[src/hdl/hgsp_pkg.sv]
// ----------------------------------------------------------------------------
// hgsp_pkg
// Shared types, sizes and codes for the hexagonal grid shortest path engine.
// ----------------------------------------------------------------------------
package hgsp_pkg;

	localparam int GRID_W    = 16;
	localparam int GRID_H    = 16;
	localparam int CELLS     = GRID_W * GRID_H;
	localparam int GRID_MAX  = (GRID_W > GRID_H) ? GRID_W : GRID_H;
	localparam int HOP_W     = $clog2(CELLS);
	localparam int CRD_W     = 4;
	localparam int CFG_W     = 5;
	localparam int CFG_IDX_W = 2;
	localparam int STEP_W    = 4;
	localparam int COST_W    = 12;
	localparam int STAT_W    = 2;
	localparam int PROD_W    = HOP_W + STEP_W;
	// wide enough for a clamped dimension and for the raw register value
	localparam int DIM_W     = ($clog2(GRID_MAX + 1) > CFG_W) ? $clog2(GRID_MAX + 1) : CFG_W;

	localparam logic [COST_W-1:0] COST_MAX = {COST_W{1'b1}};

	// command codes
	localparam logic CMD_WRITE  = 1'b0;
	localparam logic CMD_SEARCH = 1'b1;

	// result status codes
	localparam logic [STAT_W-1:0] STAT_WRITTEN = 2'd0;
	localparam logic [STAT_W-1:0] STAT_FOUND   = 2'd1;
	localparam logic [STAT_W-1:0] STAT_UNREACH = 2'd2;
	localparam logic [STAT_W-1:0] STAT_REJECT  = 2'd3;

	// configuration register indexes
	localparam logic [CFG_IDX_W-1:0] REG_COLS = 2'd0;
	localparam logic [CFG_IDX_W-1:0] REG_ROWS = 2'd1;
	localparam logic [CFG_IDX_W-1:0] REG_STEP = 2'd2;

	localparam logic [CFG_W-1:0]  COLS_RESET = 5'd16;
	localparam logic [CFG_W-1:0]  ROWS_RESET = 5'd16;
	localparam logic [STEP_W-1:0] STEP_RESET = 4'd1;

	typedef struct packed {
		logic             cmd;
		logic [CRD_W-1:0] cell_x;
		logic [CRD_W-1:0] cell_y;
		logic             cell_blocked;
		logic [CRD_W-1:0] start_x;
		logic [CRD_W-1:0] start_y;
		logic [CRD_W-1:0] target_x;
		logic [CRD_W-1:0] target_y;
	} req_t;

	typedef struct packed {
		logic [STAT_W-1:0] status;
		logic [COST_W-1:0] path_cost;
	} rsp_t;

	// controls shared by every row cell
	typedef struct packed {
		logic              wr_en;
		logic [CRD_W-1:0]  wr_x;
		logic              wr_blk;
		logic              load;
		logic              step;
		logic [CRD_W-1:0]  start_x;
		logic [CRD_W-1:0]  tgt_x;
		logic [GRID_W-1:0] col_en;
	} cell_ctl_t;

	// controls that differ per row
	typedef struct packed {
		logic wr_sel;
		logic start_sel;
		logic tgt_sel;
		logic row_en;
		logic odd;
	} row_ctl_t;

	typedef struct packed {
		logic hit;
		logic any;
		logic tgt_blk;
	} row_stat_t;

	function automatic logic [GRID_W-1:0] col_onehot(input logic [CRD_W-1:0] x);
		logic [GRID_W-1:0] v;
		for (int i = 0; i < GRID_W; i++) begin
			v[i] = (32'(x) == i);
		end
		return v;
	endfunction

endpackage

[src/hdl/hex_grid_shortest_path.sv]
// ----------------------------------------------------------------------------
// hex_grid_shortest_path
// Offset-row hex grid map with a breadth-first shortest path search.
// ----------------------------------------------------------------------------
// channel  | handshake             | word
// request  | start & !busy         | req_t: cmd, cell, start and target coordinates
// result   | done (one cycle)      | rsp_t: status, path_cost
// config   | cfg_we                | cfg_index, cfg_data
//
// A map write: its word appears on the next cycle and a new request may be taken
// at once. A search latches the request, then checks it and seeds the wavefront,
// then advances the wavefront one hop at a time through the row cells. Reset
// clears the map to all open. The receiver cannot stall; each result word is
// shown for one cycle.
// ----------------------------------------------------------------------------
module hex_grid_shortest_path
	import hgsp_pkg::*;
(
	input  logic                 clk,
	input  logic                 arst_n,
	input  logic                 start,
	output logic                 busy,
	input  req_t                 request,
	output logic                 done,
	output rsp_t                 result,
	input  logic                 cfg_we,
	input  logic [CFG_IDX_W-1:0] cfg_index,
	input  logic [CFG_W-1:0]     cfg_data
);

	localparam logic [1:0] FSM_IDLE   = 2'd0;
	localparam logic [1:0] FSM_CHECK  = 2'd1;
	localparam logic [1:0] FSM_SEARCH = 2'd2;

	logic [1:0]        state_q;
	logic [CFG_W-1:0]  cols_q;
	logic [CFG_W-1:0]  rows_q;
	logic [STEP_W-1:0] step_q;
	req_t              req_q;
	logic [HOP_W-1:0]  hop_q;
	logic              done_q;
	rsp_t              rsp_q;

	logic              accept;
	logic [DIM_W-1:0]  w_eff;
	logic [DIM_W-1:0]  h_eff;
	logic [HOP_W-1:0]  hop_next;
	logic [PROD_W-1:0] prod;
	logic [COST_W-1:0] cost;
	logic              reject;
	logic              any_hit;
	logic              any_new;
	logic              tgt_blk;
	cell_ctl_t         ctl;

	logic [GRID_W-1:0] frontier [GRID_H];
	row_stat_t         stat     [GRID_H];

	assign accept = start && (state_q == FSM_IDLE);
	assign busy   = (state_q != FSM_IDLE);

	// clamp the used area into the grid
	always_comb begin
		if (cols_q == '0) begin
			w_eff = DIM_W'(1);
		end else if (32'(cols_q) > GRID_W) begin
			w_eff = DIM_W'(GRID_W);
		end else begin
			w_eff = DIM_W'(cols_q);
		end
		if (rows_q == '0) begin
			h_eff = DIM_W'(1);
		end else if (32'(rows_q) > GRID_H) begin
			h_eff = DIM_W'(GRID_H);
		end else begin
			h_eff = DIM_W'(rows_q);
		end
	end

	always_comb begin
		ctl.wr_en   = accept && (request.cmd == CMD_WRITE) &&
			(32'(request.cell_x) < GRID_W) && (32'(request.cell_y) < GRID_H);
		ctl.wr_x    = request.cell_x;
		ctl.wr_blk  = request.cell_blocked;
		ctl.load    = (state_q == FSM_CHECK);
		ctl.step    = (state_q == FSM_SEARCH);
		ctl.start_x = req_q.start_x;
		ctl.tgt_x   = req_q.target_x;
		for (int i = 0; i < GRID_W; i++) begin
			ctl.col_en[i] = (32'(w_eff) > i);
		end
	end

	for (genvar r = 0; r < GRID_H; r++) begin : g_row
		row_ctl_t          row;
		logic [GRID_W-1:0] up;
		logic [GRID_W-1:0] dn;

		assign row.wr_sel    = (32'(request.cell_y) == r);
		assign row.start_sel = (32'(req_q.start_y) == r);
		assign row.tgt_sel   = (32'(req_q.target_y) == r);
		assign row.row_en    = (32'(h_eff) > r);
		assign row.odd       = ((r % 2) == 1);

		if (r == 0) begin : g_top
			assign up = '0;
		end else begin : g_mid
			assign up = frontier[r-1];
		end
		if (r == GRID_H - 1) begin : g_bot
			assign dn = '0;
		end else begin : g_low
			assign dn = frontier[r+1];
		end

		hgsp_row_cell u_cell (
			.clk         (clk),
			.arst_n      (arst_n),
			.ctl         (ctl),
			.row         (row),
			.up_frontier (up),
			.dn_frontier (dn),
			.frontier    (frontier[r]),
			.stat        (stat[r])
		);
	end

	always_comb begin
		any_hit = 1'b0;
		any_new = 1'b0;
		tgt_blk = 1'b0;
		for (int r = 0; r < GRID_H; r++) begin
			any_hit = any_hit | stat[r].hit;
			any_new = any_new | stat[r].any;
			tgt_blk = tgt_blk | stat[r].tgt_blk;
		end
	end

	assign reject = (DIM_W'(req_q.start_x) >= w_eff) || (DIM_W'(req_q.start_y) >= h_eff) ||
		(DIM_W'(req_q.target_x) >= w_eff) || (DIM_W'(req_q.target_y) >= h_eff) ||
		tgt_blk ||
		((req_q.start_x == req_q.target_x) && (req_q.start_y == req_q.target_y));

	assign hop_next = hop_q + HOP_W'(1);
	assign prod     = PROD_W'(hop_next) * PROD_W'(step_q);
	assign cost     = (32'(prod) > 32'(COST_MAX)) ? COST_MAX : COST_W'(prod);

	always_ff @(posedge clk or negedge arst_n) begin
		if (!arst_n) begin
			cols_q <= COLS_RESET;
			rows_q <= ROWS_RESET;
			step_q <= STEP_RESET;
		end else if (cfg_we) begin
			unique case (cfg_index)
				REG_COLS: cols_q <= cfg_data;
				REG_ROWS: rows_q <= cfg_data;
				REG_STEP: step_q <= cfg_data[STEP_W-1:0];
				default: ;
			endcase
		end
	end

	always_ff @(posedge clk) begin
		if (accept && (request.cmd == CMD_SEARCH)) begin
			req_q <= request;
		end
	end

	always_ff @(posedge clk or negedge arst_n) begin
		if (!arst_n) begin
			state_q <= FSM_IDLE;
			hop_q   <= '0;
			done_q  <= 1'b0;
			rsp_q   <= '0;
		end else begin
			done_q <= 1'b0;
			unique case (state_q)
				FSM_IDLE: begin
					if (accept) begin
						if (request.cmd == CMD_WRITE) begin
							done_q          <= 1'b1;
							rsp_q.status    <= STAT_WRITTEN;
							rsp_q.path_cost <= '0;
						end else begin
							state_q <= FSM_CHECK;
						end
					end
				end
				FSM_CHECK: begin
					hop_q <= '0;
					if (reject) begin
						done_q          <= 1'b1;
						rsp_q.status    <= STAT_REJECT;
						rsp_q.path_cost <= '0;
						state_q         <= FSM_IDLE;
					end else begin
						state_q <= FSM_SEARCH;
					end
				end
				FSM_SEARCH: begin
					hop_q <= hop_next;
					if (any_hit) begin
						done_q          <= 1'b1;
						rsp_q.status    <= STAT_FOUND;
						rsp_q.path_cost <= cost;
						state_q         <= FSM_IDLE;
					end else if (!any_new) begin
						// wavefront died out before the target
						done_q          <= 1'b1;
						rsp_q.status    <= STAT_UNREACH;
						rsp_q.path_cost <= '0;
						state_q         <= FSM_IDLE;
					end
				end
				default: begin
					state_q <= FSM_IDLE;
				end
			endcase
		end
	end

	assign done   = done_q;
	assign result = rsp_q;

`ifndef NO_ASSERTIONS
	a_write_answers: assert property (@(posedge clk) disable iff (!arst_n)
		(start && !busy && (request.cmd == CMD_WRITE)) |=>
		(done && (result.status == STAT_WRITTEN)))
		else $error("map write not answered in the next cycle");

	a_done_idle: assert property (@(posedge clk) disable iff (!arst_n)
		done |-> !busy)
		else $error("result word shown while still busy");

	a_cost_zero: assert property (@(posedge clk) disable iff (!arst_n)
		(done && (result.status != STAT_FOUND)) |-> (result.path_cost == '0))
		else $error("nonzero cost on a result without a path");

	a_search_done: assert property (@(posedge clk) disable iff (!arst_n)
		($past(state_q) == FSM_SEARCH && state_q == FSM_IDLE) |->
		(done && (result.status == STAT_FOUND || result.status == STAT_UNREACH)))
		else $error("search ended without a found or unreachable word");
`endif

endmodule

[src/hdl/hgsp_row_cell.sv]
// ----------------------------------------------------------------------------
// hgsp_row_cell
// One grid row: blocked, reached and frontier bits, and one wavefront hop.
// ----------------------------------------------------------------------------
module hgsp_row_cell
	import hgsp_pkg::*;
(
	input  logic              clk,
	input  logic              arst_n,
	input  cell_ctl_t         ctl,
	input  row_ctl_t          row,
	input  logic [GRID_W-1:0] up_frontier,
	input  logic [GRID_W-1:0] dn_frontier,
	output logic [GRID_W-1:0] frontier,
	output row_stat_t         stat
);

	logic [GRID_W-1:0] blk_q;
	logic [GRID_W-1:0] reached_q;
	logic [GRID_W-1:0] frontier_q;
	logic [GRID_W-1:0] vert;
	logic [GRID_W-1:0] nbr;
	logic [GRID_W-1:0] fresh;
	logic [GRID_W-1:0] wr_hot;
	logic [GRID_W-1:0] start_hot;
	logic [GRID_W-1:0] tgt_hot;

	assign wr_hot    = col_onehot(ctl.wr_x);
	assign start_hot = col_onehot(ctl.start_x);
	assign tgt_hot   = col_onehot(ctl.tgt_x);

	// even rows touch columns x-1 and x of the rows around them, odd rows x and x+1
	always_comb begin
		logic [GRID_W-1:0] v;
		v = up_frontier | dn_frontier;
		if (row.odd) begin
			vert = v | {1'b0, v[GRID_W-1:1]};
		end else begin
			vert = v | {v[GRID_W-2:0], 1'b0};
		end
	end

	assign nbr   = vert | {frontier_q[GRID_W-2:0], 1'b0} | {1'b0, frontier_q[GRID_W-1:1]};
	assign fresh = nbr & ~blk_q & ~reached_q & ctl.col_en & {GRID_W{row.row_en}};

	always_ff @(posedge clk or negedge arst_n) begin
		if (!arst_n) begin
			blk_q      <= '0;
			reached_q  <= '0;
			frontier_q <= '0;
		end else begin
			if (ctl.wr_en && row.wr_sel) begin
				blk_q <= ctl.wr_blk ? (blk_q | wr_hot) : (blk_q & ~wr_hot);
			end
			if (ctl.load) begin
				reached_q  <= row.start_sel ? start_hot : '0;
				frontier_q <= row.start_sel ? start_hot : '0;
			end else if (ctl.step) begin
				reached_q  <= reached_q | fresh;
				frontier_q <= fresh;
			end
		end
	end

	assign frontier     = frontier_q;
	assign stat.hit     = row.tgt_sel && |(fresh & tgt_hot);
	assign stat.any     = |fresh;
	assign stat.tgt_blk = row.tgt_sel && |(blk_q & tgt_hot);

endmodule

[config.mk]
export PLATFORM = sky130hd
export DESIGN_NAME = hex_grid_shortest_path
export DESIGN_NICKNAME = d
export VERILOG_FILES = /design/src/hdl/hgsp_pkg.sv /design/src/hdl/hex_grid_shortest_path.sv /design/src/hdl/hgsp_row_cell.sv
export SDC_FILE = /design/constraint.sdc
export NUM_CORES = 2
export LEC_CHECK = 0
export CAP_MARGIN = 20
export CORE_ASPECT_RATIO = 1.5
export CORE_MARGIN = 4
export CORE_UTILIZATION = 37
export CTS_BUF_LIST = sky130_fd_sc_hd__clkbuf_4 sky130_fd_sc_hd__clkbuf_8
export DETAILED_ROUTE_END_ITERATION = 8
export DONT_BUFFER_PORTS = 1
export MAX_ROUTING_LAYER = met4
export SLEW_MARGIN = 20
export SYNTH_ARGS = -nofsm -noshare
export SYNTH_HDL_FRONTEND = slang
export SYNTH_SLANG_ARGS = --single-unit
[constraint.sdc]
create_clock -name clk -period 4 [get_ports clk]
set_input_delay 0.8 -clock clk [delete_from_list [all_inputs] [get_ports clk]]
set_output_delay 0.8 -clock clk [all_outputs]
set_load 0.03 [all_outputs]
==> results of run 1 <==
[metrics by stage]
step | area [um2] | instances
4_1_cts | 62300 | 8235
3_5_place_dp | 58500 | 7938
3_3_place_gp | 58500 | 7937
2_1_floorplan | 48500 | 5521
[cells by family after synthesis]
kind of cell / Yosys count / synth area share
AND/OR/NAND/NOR: 2305 / 0.225
XOR/XNOR: 21 / 0.00380
multiplexers: 333 / 0.0781
adder cells (fa/ha/maj): 49 / 0.0145
AO/OA/AOI/OAI: 1566 / 0.216
buffers and inverters: 424 / 0.0362
flip-flops: 823 / 0.427
[layer usage]
layer / overflow / track usage
met2: 2 / 0.804
met3: 0 / 0.276
met1: 0 / 0.585
met5: - / -
met4: 0 / 0.623
[synth_stat cells (13+ instances only)]
library cell,count
sky130_fd_sc_hd__nand2_1,809
sky130_fd_sc_hd__dfrtp_1,804
sky130_fd_sc_hd__nor2_1,590
sky130_fd_sc_hd__a21oi_1,579
sky130_fd_sc_hd__mux2_2,290
sky130_fd_sc_hd__clkbuf_1,267
sky130_fd_sc_hd__nor4_1,199
sky130_fd_sc_hd__o21a_1,177
sky130_fd_sc_hd__o211ai_1,174
sky130_fd_sc_hd__nand3_1,170
sky130_fd_sc_hd__nor3_1,108
sky130_fd_sc_hd__o21ai_0,101
sky130_fd_sc_hd__a31oi_1,97
sky130_fd_sc_hd__nand4_1,97
sky130_fd_sc_hd__nand2b_1,78
sky130_fd_sc_hd__buf_2,64
sky130_fd_sc_hd__or4_1,64
sky130_fd_sc_hd__o22ai_1,61
sky130_fd_sc_hd__inv_1,58
sky130_fd_sc_hd__a2111o_1,43
sky130_fd_sc_hd__a2111oi_0,41
sky130_fd_sc_hd__a22oi_1,38
sky130_fd_sc_hd__ha_1,37
sky130_fd_sc_hd__mux2i_1,36
sky130_fd_sc_hd__nor2b_1,32
sky130_fd_sc_hd__a211oi_1,25
sky130_fd_sc_hd__or3_1,24
sky130_fd_sc_hd__and2_1,22
sky130_fd_sc_hd__o221ai_1,22
sky130_fd_sc_hd__buf_1,21
sky130_fd_sc_hd__and3_1,19
sky130_fd_sc_hd__or2_2,18
sky130_fd_sc_hd__o31ai_1,17
sky130_fd_sc_hd__a22o_1,16
sky130_fd_sc_hd__edfxtp_1,16
sky130_fd_sc_hd__a32oi_1,14
sky130_fd_sc_hd__a21o_1,13
[repair_timing]
item,4_1_cts
buffers inserted,10
pin swaps,19
resized for setup,48
endpoints found under the hold margin,875
hold buffers,24
endpoints found under the setup margin,17
==> out/results.txt, run 1 <==
The fraction of the yosys area taken by sequential cells is 0.427, and the half-perimeter wire length of the detailed placement result is 296000 um. The most used flip-flop cell after synthesis is sky130_fd_sc_hd__dfrtp_1. The total overflow left after global routing is 2. The average instance in the mapped netlist occupies 8.78 um2. The biggest area contributor in the post-synthesis netlist is sky130_fd_sc_hd__dfrtp_1. The floorplan step set the die width to 303 um. The tools report the cell count after synthesis as 5521. Cell at the root of the clock tree: sky130_fd_sc_hd__clkbuf_8. The number of nets produced by synthesis came out at 5607.

In this run the core area contains 162 standard-cell rows. For the count of synthesis-stage warnings from yosys, the log shows 0. The effective utilization at floorplan is 0.372, and the maximum level of the CTS H-tree is 4.

The logs give 0.588 for the global-route usage over all layers and 111 for the distinct cell type count of the synthesized netlist. The run stopped with a tool error. In this run the vertical extent of the chip is 451 um. The flow halted during global routing (5_1_grt). Counting along the longest clock path gives a buffer depth of 3.

The tool reported: "[ERROR GRT-0232] Routing congestion too high. Check the congestion heatmap in the GUI". Share of synthesized flip-flops with an asynchronous set or reset: 0.981. The run gives 808 as the pin count of the biggest net entering global routing. The worst-case setup slack after placement was -0.456 ns; the quantity of I/O buffers inserted on ports was 0.

At the end of routability-driven placement, the weighted congestion stood at 1.18. The tools report the number of top-level pins as 53. The area share of the largest cell type after synthesis is 0.415, and the number of flops mapped to enable cells by yosys is 16. TritonCTS created 147 clock buffers. Ranked by total cell area, the synthesized netlist is headed by sky130_fd_sc_hd__dfrtp_1 42%, sky130_fd_sc_hd__mux2_2 6.7%, sky130_fd_sc_hd__nand2_1 6.3%.

CTS saw 823 sinks. In this run, synthesis produced a sequential element count of 823. After synthesis the cells add up to 0.0485 mm2.
==> run 2, diff against run 1 <==
Settings changed: CORE_ASPECT_RATIO 1.5 to not set, CORE_UTILIZATION 37 to 22, CTS_BUF_LIST sky130_fd_sc_hd__clkbuf_4 sky130_fd_sc_hd__clkbuf_8 to not set, MAX_ROUTING_LAYER met4 to not set, PLACE_DENSITY_LB_ADDON set to 0.15.
Clock period 4 ns to 5.2 ns, I/O delays scaled along.
==> run 2 against run 1 <==
The run now ends clean. Synthesized cell count stayed put. Synthesized area is the same.
==> out/results.txt, run 2 <==
The fraction of power spent switching nets came out at 0.519. Once detail routing completed, the nets flagged for antenna violations numbered 0. The number of filler cells placed in the layout came out at 23641. The global-route usage over all layers is 0.332, and the vertical die dimension is 477 um. The logs give 0.427 for the fraction of the yosys area taken by sequential cells and 0.81 ns for the clock latency of the later-clocked register in the worst-skew pair. In this run the number of H-tree levels came out at 3.

Counting flops with a built-in enable in the synthesized netlist gives 16. Worst min-delay path category: input port to async pin. The internal power of the cells totals 18.9 mW.

The sequential cell fraction of total power was 0.318; the final max-slew violation count was 0. For the effective utilization at floorplan, the log shows 0.221. The pin count of the biggest net entering global routing is 257.

For this run, the top clock speed supported by timing is 0.193 GHz. The tools report the via count of the first global-routing pass as 49124. The via count is 53028, and the final weighted congestion of routability-driven global placement is 1.08.

The logs give 0.593 mV for the maximum resistive drop on vdd and 0.0776 for the global routing usage on met3. In the final timing run, aggregate negative setup slack is 0 ns. The ratio of final minimum period to clock period was 0.994. The worst setup path is launched from a flop.

The worst setup path is captured at a flop. For the cell area after synthesis, the log shows 0.0485 mm2. The die is 477 um wide. Detailed placement finished with a half-perimeter wire length of 309000 um. Yosys mapped the design onto 111 distinct sky130hd cell types. Summed over all instances, the cell type with the most area after synthesis is sky130_fd_sc_hd__dfrtp_1. Primary flip-flop cell chosen by synthesis mapping: sky130_fd_sc_hd__dfrtp_1. After synthesis the netlist holds a flip-flop and latch count of 823. Setup slack on the worst reg-to-reg path comes out at 0.03 ns. TritonCTS created 107 clock buffers. For the finished layout, the period the worst path requires is 5.17 ns. TritonCTS built the clock tree. In this run the worst path has a maximum fanout of 14. The remaining global-route overflow came out at 0. After global routing, the most crowded layer is met2.

The number of cells on the worst reg-to-reg path is 12. In the post-synthesis netlist, the biggest area contributors are sky130_fd_sc_hd__dfrtp_1 42%, sky130_fd_sc_hd__mux2_2 6.7%, sky130_fd_sc_hd__nand2_1 6.3%. After detailed routing, the number of vias per cell comes to 6.09.

The share of synthesized flip-flops with an asynchronous set or reset works out to 0.981. The tools report the normalized max-slew margin as 0.136. The cell at the root of the clock tree is sky130_fd_sc_hd__clkbuf_16. In this run the mean area of a mapped cell was 8.78 um2. Most common cell in the netlist: sky130_fd_sc_hd__nand2_1. The data required time at the worst endpoint is 5.89 ns, and the tightest hold margin is 0.109 ns.

Once the clock tree was built, the setup fixing pass inserted 0 buffers. The detailed router finished its first iteration with 7841 violations. The initialized floorplan defines 172 standard-cell rows.

In the layout the commonest cells are 804 x sky130_fd_sc_hd__nand2_1, 804 x sky130_fd_sc_hd__dfrtp_1, 578 x sky130_fd_sc_hd__a21oi_1. The tools report the endpoint of the worst-slack reg-to-reg timing path as done. In the routed design, unresolved DRC markers number 0. The worst setup path is of the flop to flop kind. Yosys printed 0 warnings. After synthesis, the most frequently instantiated cells are 809 x sky130_fd_sc_hd__nand2_1, 804 x sky130_fd_sc_hd__dfrtp_1, 590 x sky130_fd_sc_hd__nor2_1.

Number of violations of the max-capacitance limit: 0. For the number of top-level pins, the log shows 53. The initial antenna violation count came out at 77. The tools report the number of nets in the final layout as 5798. Overall die area: 0.228 mm2. The final layout contains routed wiring with a total length of 391000 um. The area inside the core boundary came out at 0.219 mm2.

The startpoint identified for the worst register-to-register timing path is cols_q[1]. The number of endpoints with negative hold slack in the final report was 0. The first global-routing pass estimated 509000 um of wire. When the netlist entered floorplanning its net count stood at 5607.

The run finished with clean final reports. Summed over all nets, the switching power comes to 20.4 mW. Clock skew on the completed layout was measured at 0.0370 ns. In this run the tool buffered the top-level ports with 0 buffer cells. At the pin with the least slew margin, the transition time is 1.28 ns.

For the combinational cell fraction of total power, the log shows 0.479. Setup repair after global routing left no endpoint under its margin. Synthesis produced 5521 cells. Summed over all cells, the static leakage comes to 23.8 nW.

In this run the power density over the cells is 673 mW/mm2. After clock tree synthesis, the clock-pin slew on the worst setup and hold paths is 0.07 ns. Setup violations remaining at the end of the flow were counted as 0. The fraction of final layout cells sized beyond drive strength 1 was 0.183. Data on the critical path arrives at its endpoint at 5.86 ns.

TritonCTS sink count: 823. The global routing met2 resource utilization is 0.491, and the area added between synthesis and finish is 20.8%. The area share of the largest cell type after synthesis works out to 0.415.

Number of iterations in the first detailed-routing pass: 7. The tools report the met1 layer usage reported by global route as 0.437. Deepest clock path buffer count: 3. The clock power share came out at 0.203. Dividing the detail-routed wire length by the instance count gives 44.9 um.
-- run 2: cell counts after synthesis --
Identical to the previous run, type by type.
-- run 2: per-layer routing --
layer | up-vias | routed length [um] | share of wire
li1 | 21073 | - | -
met1 | 27648 | 162000 | 0.41
met2 | 3406 | 167000 | 0.43
met3 | 877 | 33700 | 0.086
met4 | 24 | 28300 | 0.072
met5 | - | 218 | 0.00056
-- run 2: layout make-up --
| cell class | instances | area, um2 | area share |
|---|---|---|---|
| Multi-Input combinational cell | 4274 | 26500 | 0.452 |
| Sequential cell | 823 | 20700 | 0.353 |
| Timing Repair Buffer | 446 | 3850 | 0.0659 |
| Tap cell | 2871 | 3590 | 0.0614 |
| Clock buffer | 146 | 3040 | 0.0519 |
| Clock inverter | 48 | 582 | 0.00994 |
| Inverter | 60 | 225 | 0.00385 |
| Antenna cell | 39 | 97.6 | 0.00167 |
-- run 2: what timing repair did --
| item | 4_1_cts | 5_1_grt |
|---|---|---|
| hold endpoints to repair | 114 | 0 |
| gates resized for setup | 0 | 0 |
| hold buffers | 1 | 0 |
-- run 2: cell families after synthesis --
group / count (synthesis) / share of synthesized area
compound gates: 1566 / 0.216
xor+xnor: 21 / 0.00380
fa+ha+maj: 49 / 0.0145
buf+inv: 424 / 0.0362
flops: 823 / 0.427
mux: 333 / 0.0781
simple gates: 2305 / 0.225
-- run 2: power groups by stage --
stage | combinational [mW] | sequential, mW | clock (mW)
6_report | 18.9 | 12.5 | 7.99
5_1_grt | 19.4 | 12.6 | 8.33
4_1_cts | 18.2 | 12.4 | 8.11
3_5_place_dp | 18.1 | 12.5 | 0
3_3_place_gp | 18.0 | 12.5 | 0
2_1_floorplan | 9.68 | 10.4 | 0
-- run 2: how the worst max path moves through the flow --
stage,start,endpoint,cells past startpoint
after floorplan,hop_q[0],result[11],17
after global placement,rows_q[4],result[8],13
after detailed placement,rows_q[1],result[8],14
after CTS,rows_q[1],result[8],14
after global routing,cols_q[1],result[8],13
final,cols_q[1],done,12
-- run 2: metrics by stage --
| step | util | total power [mW] | setup WS (ns) | area (um2) | std cells |
|---|---|---|---|---|---|
| 2_1_floorplan | - | 20.1 | 1.43 | 48500 | 5521 |
| 3_3_place_gp | 0.249 | 30.5 | -1.07 | 54600 | 8465 |
| 3_5_place_dp | 0.250 | 30.5 | 0.253 | 54800 | 8473 |
| 4_1_cts | 0.266 | 38.6 | 0.234 | 58400 | 8668 |
| 5_1_grt | 0.266 | 40.4 | 0.0147 | 58400 | 8671 |
| 6_report | 0.267 | 39.4 | 0.0314 | 58500 | 8707 |
-- run 2: worst max-delay path: stages (launching register included) --
cell	delay (ns)
sky130_fd_sc_hd__dfrtp_1	0.64
sky130_fd_sc_hd__o21ai_0	0.48
sky130_fd_sc_hd__nand2_1	0.59
sky130_fd_sc_hd__buf_4	0.41
sky130_fd_sc_hd__nand2_1	0.57
sky130_fd_sc_hd__buf_4	0.23
sky130_fd_sc_hd__nand4_1	0.24
sky130_fd_sc_hd__nor4_1	0.51
sky130_fd_sc_hd__nand4_1	0.20
sky130_fd_sc_hd__buf_4	0.20
sky130_fd_sc_hd__o21ai_0	0.60
sky130_fd_sc_hd__o21ai_0	0.20
sky130_fd_sc_hd__a21oi_1	0.18
No activity file was read; power rests on OpenSTA's default activity.
